$ cat src/sv/eul_pkg.sv
// ----------------------------------------------------------------------------
// eul_pkg: shared types, constants and helpers for the Euler point rotator
// Holds the CORDIC arctangent table, datapath widths and the stage records.
// ----------------------------------------------------------------------------
package eul_pkg;

    localparam int TRIG_ITERATIONS = 16;
    localparam int ATAN_STEPS      = 24;
    localparam int CORDIC_STEPS    = (TRIG_ITERATIONS < ATAN_STEPS) ?
                                     TRIG_ITERATIONS : ATAN_STEPS;

    localparam int CW  = 34;        // CORDIC x/y and trig values, Q2.30 plus headroom
    localparam int RW  = 33;        // CORDIC residual phase
    localparam int PW  = 36;        // wide coordinate, Q16.16 plus growth
    localparam int MW  = PW + CW;   // product width
    localparam int IW  = 5;         // step index width

    localparam logic signed [CW-1:0] INV_GAIN_Q30 = 34'sd652032874;
    localparam logic signed [MW-1:0] HALF_Q30     = MW'(64'sd536870912);

    localparam logic signed [PW-1:0] COORD_MAX = PW'(64'sd2147483647);
    localparam logic signed [PW-1:0] COORD_MIN = PW'(-64'sd2147483648);

    // rotation roles of a rotation cell
    localparam logic [1:0] ROLE_X = 2'd0;
    localparam logic [1:0] ROLE_Y = 2'd1;
    localparam logic [1:0] ROLE_Z = 2'd2;

    typedef struct packed {
        logic [2:0][CW-1:0] cx;
        logic [2:0][CW-1:0] cy;
        logic [2:0][RW-1:0] res;
        logic [2:0]         flip;
        logic [2:0][31:0]   pt;
    } cordic_t;

    typedef struct packed {
        logic [2:0][PW-1:0] pt;
        logic [2:0][CW-1:0] cs;
        logic [2:0][CW-1:0] sn;
    } rot_t;

    function automatic logic [RW-1:0] atan_phase(input logic [IW-1:0] idx);
        logic [31:0] v;
        case (idx)
            5'd0:    v = 32'h20000000;
            5'd1:    v = 32'h12E4051E;
            5'd2:    v = 32'h09FB385B;
            5'd3:    v = 32'h051111D4;
            5'd4:    v = 32'h028B0D43;
            5'd5:    v = 32'h0145D7E1;
            5'd6:    v = 32'h00A2F61E;
            5'd7:    v = 32'h00517C55;
            5'd8:    v = 32'h0028BE53;
            5'd9:    v = 32'h00145F2F;
            5'd10:   v = 32'h000A2F98;
            5'd11:   v = 32'h000517CC;
            5'd12:   v = 32'h00028BE6;
            5'd13:   v = 32'h000145F3;
            5'd14:   v = 32'h0000A2FA;
            5'd15:   v = 32'h0000517D;
            5'd16:   v = 32'h000028BE;
            5'd17:   v = 32'h0000145F;
            5'd18:   v = 32'h00000A30;
            5'd19:   v = 32'h00000518;
            5'd20:   v = 32'h0000028C;
            5'd21:   v = 32'h00000146;
            5'd22:   v = 32'h000000A3;
            5'd23:   v = 32'h00000051;
            default: v = 32'h00000000;
        endcase
        return {1'b0, v};
    endfunction

    // round a Q16.16 x Q2.30 product back to Q16.16 (floor of p + half)
    function automatic logic signed [PW-1:0] round_q30(input logic signed [MW-1:0] p);
        logic signed [MW-1:0] t;
        t = p + HALF_Q30;
        return t[PW+29:30];
    endfunction

endpackage

$ cat src/sv/eul_cordic_cell.sv
// ----------------------------------------------------------------------------
// eul_cordic_cell: one CORDIC micro-rotation for the three angle lanes
// Registers its result and hands the point along unchanged.
// ----------------------------------------------------------------------------
module eul_cordic_cell
    import eul_pkg::*;
(
    input  logic            aclk,
    input  logic            ce,
    input  logic [IW-1:0]   step_idx,
    input  cordic_t         d_in,
    output cordic_t         d_out
);

    cordic_t d_next;
    cordic_t d_reg;
    logic [RW-1:0] ang;

    always_comb begin
        ang    = atan_phase(step_idx);
        d_next = d_in;
        for (int k = 0; k < 3; k++) begin
            if (!d_in.res[k][RW-1]) begin
                d_next.cx[k]  = $signed(d_in.cx[k]) - ($signed(d_in.cy[k]) >>> step_idx);
                d_next.cy[k]  = $signed(d_in.cy[k]) + ($signed(d_in.cx[k]) >>> step_idx);
                d_next.res[k] = d_in.res[k] - ang;
            end else begin
                d_next.cx[k]  = $signed(d_in.cx[k]) + ($signed(d_in.cy[k]) >>> step_idx);
                d_next.cy[k]  = $signed(d_in.cy[k]) - ($signed(d_in.cx[k]) >>> step_idx);
                d_next.res[k] = d_in.res[k] + ang;
            end
        end
    end

    always_ff @(posedge aclk) begin
        if (ce) begin
            d_reg <= d_next;
        end
    end

    assign d_out = d_reg;

endmodule

$ cat config.mk
export PLATFORM = sky130hd
export DESIGN_NAME = eul_cordic_cell
export DESIGN_NICKNAME = d
export VERILOG_FILES = /design/src/sv/eul_pkg.sv /design/src/sv/eul_cordic_cell.sv
export SDC_FILE = /design/constraint.sdc
export NUM_CORES = 2
export LEC_CHECK = 0
export BUFFER_PORTS_ARGS = -buffer_cell sky130_fd_sc_hd__buf_2
export CAP_MARGIN = 25
export CORE_MARGIN = 2
export CORE_UTILIZATION = 30
export CTS_BUF_LIST = sky130_fd_sc_hd__clkbuf_16
export CTS_CLUSTER_SIZE = 20
export DETAILED_ROUTE_END_ITERATION = 12
export MAX_ROUTING_LAYER = met4
export PLACE_DENSITY = 0.59
export SKIP_CTS_REPAIR_TIMING = 1
export SYNTH_ARGS = -nofsm -noshare
export SYNTH_HDL_FRONTEND = slang
export SYNTH_SLANG_ARGS = --single-unit
$ cat constraint.sdc
create_clock -name aclk -period 14.8 [get_ports aclk]
set_input_delay 0.74 -clock aclk [delete_from_list [all_inputs] [get_ports aclk]]
set_output_delay 0.74 -clock aclk [all_outputs]
set_load 0.01 [all_outputs]
# --- Yosys cells after proc, flatten, opt, wreduce, memory -nomap -nowiden ---
# Memory sizes are Yosys's and may differ from the RTL's.
# Cells that the tools add are included.
op_classes:
  addsub: 18
  shift: 6
  muxes: 9
ops:
  columns: ["op", "count"]
  rows:
  - ["34-bit adder", 6]
  - ["34-bit 2-to-1 mux", 6]
  - ["34-bit by 5-bit >>> shifter with 34-bit output", 6]
  - ["34-bit subtractor", 6]
  - ["33-bit by 32-bit adder with 33-bit output", 3]
  - ["33-bit 2-to-1 mux", 3]
  - ["33-bit by 32-bit subtractor with 33-bit output", 3]
totals:
  regBits: 402
  romBits: 960
  in_bits: 409
  n_memories: 1
mem_list:
  columns: ["memory", "depth", "word_bits", "rd", "rd_ports_with_merged_regs", "wr", "line", "source"]
  rows:
  - ["(name not given)", 32, 30, 1, 0, 0, "eul_pkg.sv:45", "case (idx)"]

# --- Logic depth before layout (Yosys ltp) ---
logic_depth:
  depth_word: 3
  depth_mapped: 32

# --- Worst setup path before layout ---
# Ideal clock, no wire load.
synth_timing:
  path_kind: "input -> register"
  start: "input step_idx[1]"
  end: "register d_reg, in the netlist d_out[188] (data pin)"
  arrival_time_ns: 6.681
  required_time_ns: 14.542
  path_slack_ns: 7.861
  path_stages: 27
  path_cell_list: "buf_4 > inv_2 > buf_2 > buf_4 > buf_2 > buf_2 > ha_1 > nand2b_1 > a31oi_1 > a32oi_1 > and3_1 > and4_1 > nor2b_1 > and3b_1 > clkbuf_1 > nor2_1 > mux2_2 > ha_1 > and3_1 > a221o_1 > a221o_1 > and2_1 > a311oi_1 > o21bai_1 > a21o_1 > a21oi_1 > xnor2_1"
synth_lines:
  columns: ["element", "line", "source"]
  rows:
  - ["from (decl)", "eul_cordic_cell.sv:10", "input logic [IW-1:0] step_idx,"]
  - ["to (signal assigned)", "eul_cordic_cell.sv:37", "d_reg <= d_next;"]
  - ["to (decl)", "eul_cordic_cell.sv:16", "cordic_t d_reg;"]

==> results.cfg <==
[status]
status = complete, no violations

[power]
vdd_ir_drop_max_v = 0.0000931
seq_power_share_pct = 29.0
p_leak_nw = 22.0
pwr-share-comb_pct = 48.6
switchingPower_mw = 2.41
internal_power_mw = 3.50
p_per_area_nw_per_um2 = 110
p_clk_share_pct = 22.4
p_sw_share_pct = 40.7

[route]
first_pass_iters = 8
ant_nets = 0
via_per_inst = 5.87
num_vias = 44600
drc = 0
wl_per_cell_um = 28.3
routed_wl_um = 215000
drtIter0Drc = 4450

[sta]
max_freq_ghz = 0.123
min_period_ps = 8110
hold_slack_ps = 230
slew_violations = 0
fin_tns_setup_ps = 0
setup_viol = 0
fin_crit_sh_pct = 54.8
rsz0062_at_grt = false
hold_viol_final = 0
worst_pin_slew_ps = 1030
slew_headroom_pct = 30.6

[critical_path]
worst_path_largest_cell_delay_ps = 660
path_cells = buf_8, buf_4, clkinv_1, ha_1, nand2b_1, a31oi_1, a32oi_1, and3_1, and4_1, nor2b_1, and3b_1, nand2b_1, mux2i_1, ha_1, a21o_1, a21o_1, a21o_1, nor4b_1, nor3b_1, a41o_1, o21a_1, nor3_1, o31ai_1, xor2_1
worstPathArrival_ps = 8490
cp.required_ps = 15180
path_class = input pin to flip-flop
cp-end-kind = flip-flop
crit_fanout = 54
slowest_stage = a32oi_1
cp_common_cell = a21o_1
cp-start-kind = input pin

[floorplan]
ios = 811
fp-row-count = 144
start_util_pct = 30.1
fp.dieArea_um2 = 157000
die_y_um = 397
coreArea_um2 = 154000
fp.dieW_um = 397

[global_routing]
grt_use_total_pct = 26.9
grt_use_met2_pct = 45.9
grt-busiest-layer = met2
grt_antenna_before_repair = 43
grt.met1_usage_pct = 30.8
grt_util_met3_pct = 4.28
overflow = 0
grt_pass1_vias = 42900
grt_max_degree = 125
grt_pass1_wl_um = 303000

[finish]
final_nets = 6223
area_growth_pct = 16.6
drive_above_1_share_pct = 25.1
largest_reg_flops = 402
fin_cells = 7608

[flow_run]
drv_cap = 0

[synthesis]
synth_edf_count = 402
async_reset_ff_share_pct = 0
synth_cell_types = 106
synthFlopType = edfxtp_1
yosys.area.top_type = edfxtp_1
yosysSeqAreaShare_pct = 26.1
yosysWarningCount = 0
syn_area_per_cell_um2 = 9.57
yosysTopAreaCellShare_pct = 26.1
syn_inst = 4831
synth.cell_area_um2 = 46200
syn_nets = 5556
synth_seq_cells = 402
yosys-top-cells-area = edfxtp_1, mux4_2, ha_1

[hold_path]
hp-class = input pin to flip-flop
hold_depth = 1

[clock_network]
htreeDepth = 2
clkSinkCount = 402
cts-root-buf = clkbuf_16
cts_tree = built
numCtsBuffers = 52
cts.clk_slew.worst_paths_ps = 80
clockBufferDepth = 3

[placement]
dp_hpwl_um = 171000
place_inst = 7484
portBuffers = 810
gp_congestion = 0.987
[worst max-delay path: cells and delay by family]
| kind | cells | cell delay [ps] |
|---|---|---|
| and+or+nand+nor | 9 | 2640 |
| AOI/OAI and AO/OA | 8 | 2160 |
| xor gates and xnor gates | 1 | 170 |
| buffers and inverters | 3 | 1550 |
| muxes | 1 | 140 |
| adders and majority gates | 2 | 1000 |
[final timing paths]
kind                   startpoint    endpoint  slack, ps
worst max-delay path  step_idx[0]  d_out[163]       6690
worst min-delay path     d_in[59]   d_out[59]        230
[area by class of cell]
type,instances,area (µm²)
Fill cell,15800,99600
Multi-Input combinational cell,4044,32300
Sequential cell,402,12100
Timing Repair Buffer,878,4670
Tap cell,2044,2560
Clock buffer,52,1300
Inverter,120,453
Clock inverter,45,452
Antenna cell,23,57.6
[power by group through the flow]
stage / combinational, mW / sequential (mW) / clock (mW)
after global placement: 2.83 / 1.74 / 0
after detailed placement: 2.84 / 1.74 / 0
after floorplan: 1.70 / 1.84 / 0
after global routing: 3.10 / 1.73 / 1.41
final: 2.87 / 1.71 / 1.32
after CTS: 2.86 / 1.72 / 1.37
[cell usage after synthesis (127+ instances only)]
cell type    n
nor2_1     417
xor2_1     167
o21ai_0    262
mux4_2     226
mux2i_1    174
a21o_1     143
xnor2_1    292
nand2_1    331
ha_1       307
mux2_2     127
edfxtp_1   402
a21oi_1    392
[kinds of logic (layout without fill, tap and decap cells)]
logic type / count (synthesis) / after routing / share of synthesized area [%]
buf+inv: 385 / 1095 / 4.03
xor+xnor: 460 / 460 / 8.73
compound gates: 1478 / 1478 / 21.2
simple gates: 1256 / 1256 / 13.0
mux: 534 / 534 / 18.2
other cells: 0 / 23 / 0
fa+ha+maj: 316 / 316 / 8.70
flops: 402 / 402 / 26.1
[metal layers]
metal  up-vias  wire length (µm)
met1     21900             81500
met4         0             11300
met3       477             16100
li1      20000                 -
met5         -                 0
met2      2283            106000
[layout by cell type (no fill, tap or decap), types with 24 or more instances in the layout]
master	netlist	routed
nand2b_1	74	74
o21a_1	53	53
nand2_1	331	331
xnor2_1	292	292
mux2i_1	174	174
and3_1	45	45
mux4_2	226	226
mux2_2	127	127
clkbuf_16	0	52
edfxtp_1	402	402
a21oi_1	392	392
a221oi_1	33	33
o211ai_1	26	26
nand4_1	24	24
a31oi_1	77	77
o22ai_1	49	49
o21bai_1	55	55
xor2_1	167	167
buf_4	19	64
ha_1	307	307
inv_1	115	121
and2_1	42	42
nand3_1	90	90
o31ai_1	25	25
nor2b_1	53	50
a22oi_1	36	36
o21ai_0	262	262
buf_2	71	803
nor3_1	67	66
a21o_1	143	143
nor2_1	417	415
a211oi_1	63	63
[through the flow]
stage / setup slack (ps) / util (%) / instance area, µm² / total power [mW]
2_1_floorplan: 7860 / - / 46200 / 3.54
3_3_place_gp: 6090 / 33.9 / 52000 / 4.57
3_5_place_dp: 6060 / 33.9 / 52000 / 4.58
4_1_cts: 6730 / 35.0 / 53800 / 5.94
5_1_grt: 5990 / 35.1 / 53900 / 6.24
6_report: 6690 / 35.1 / 53900 / 5.91
No activity file was read; power rests on OpenSTA's default activity.
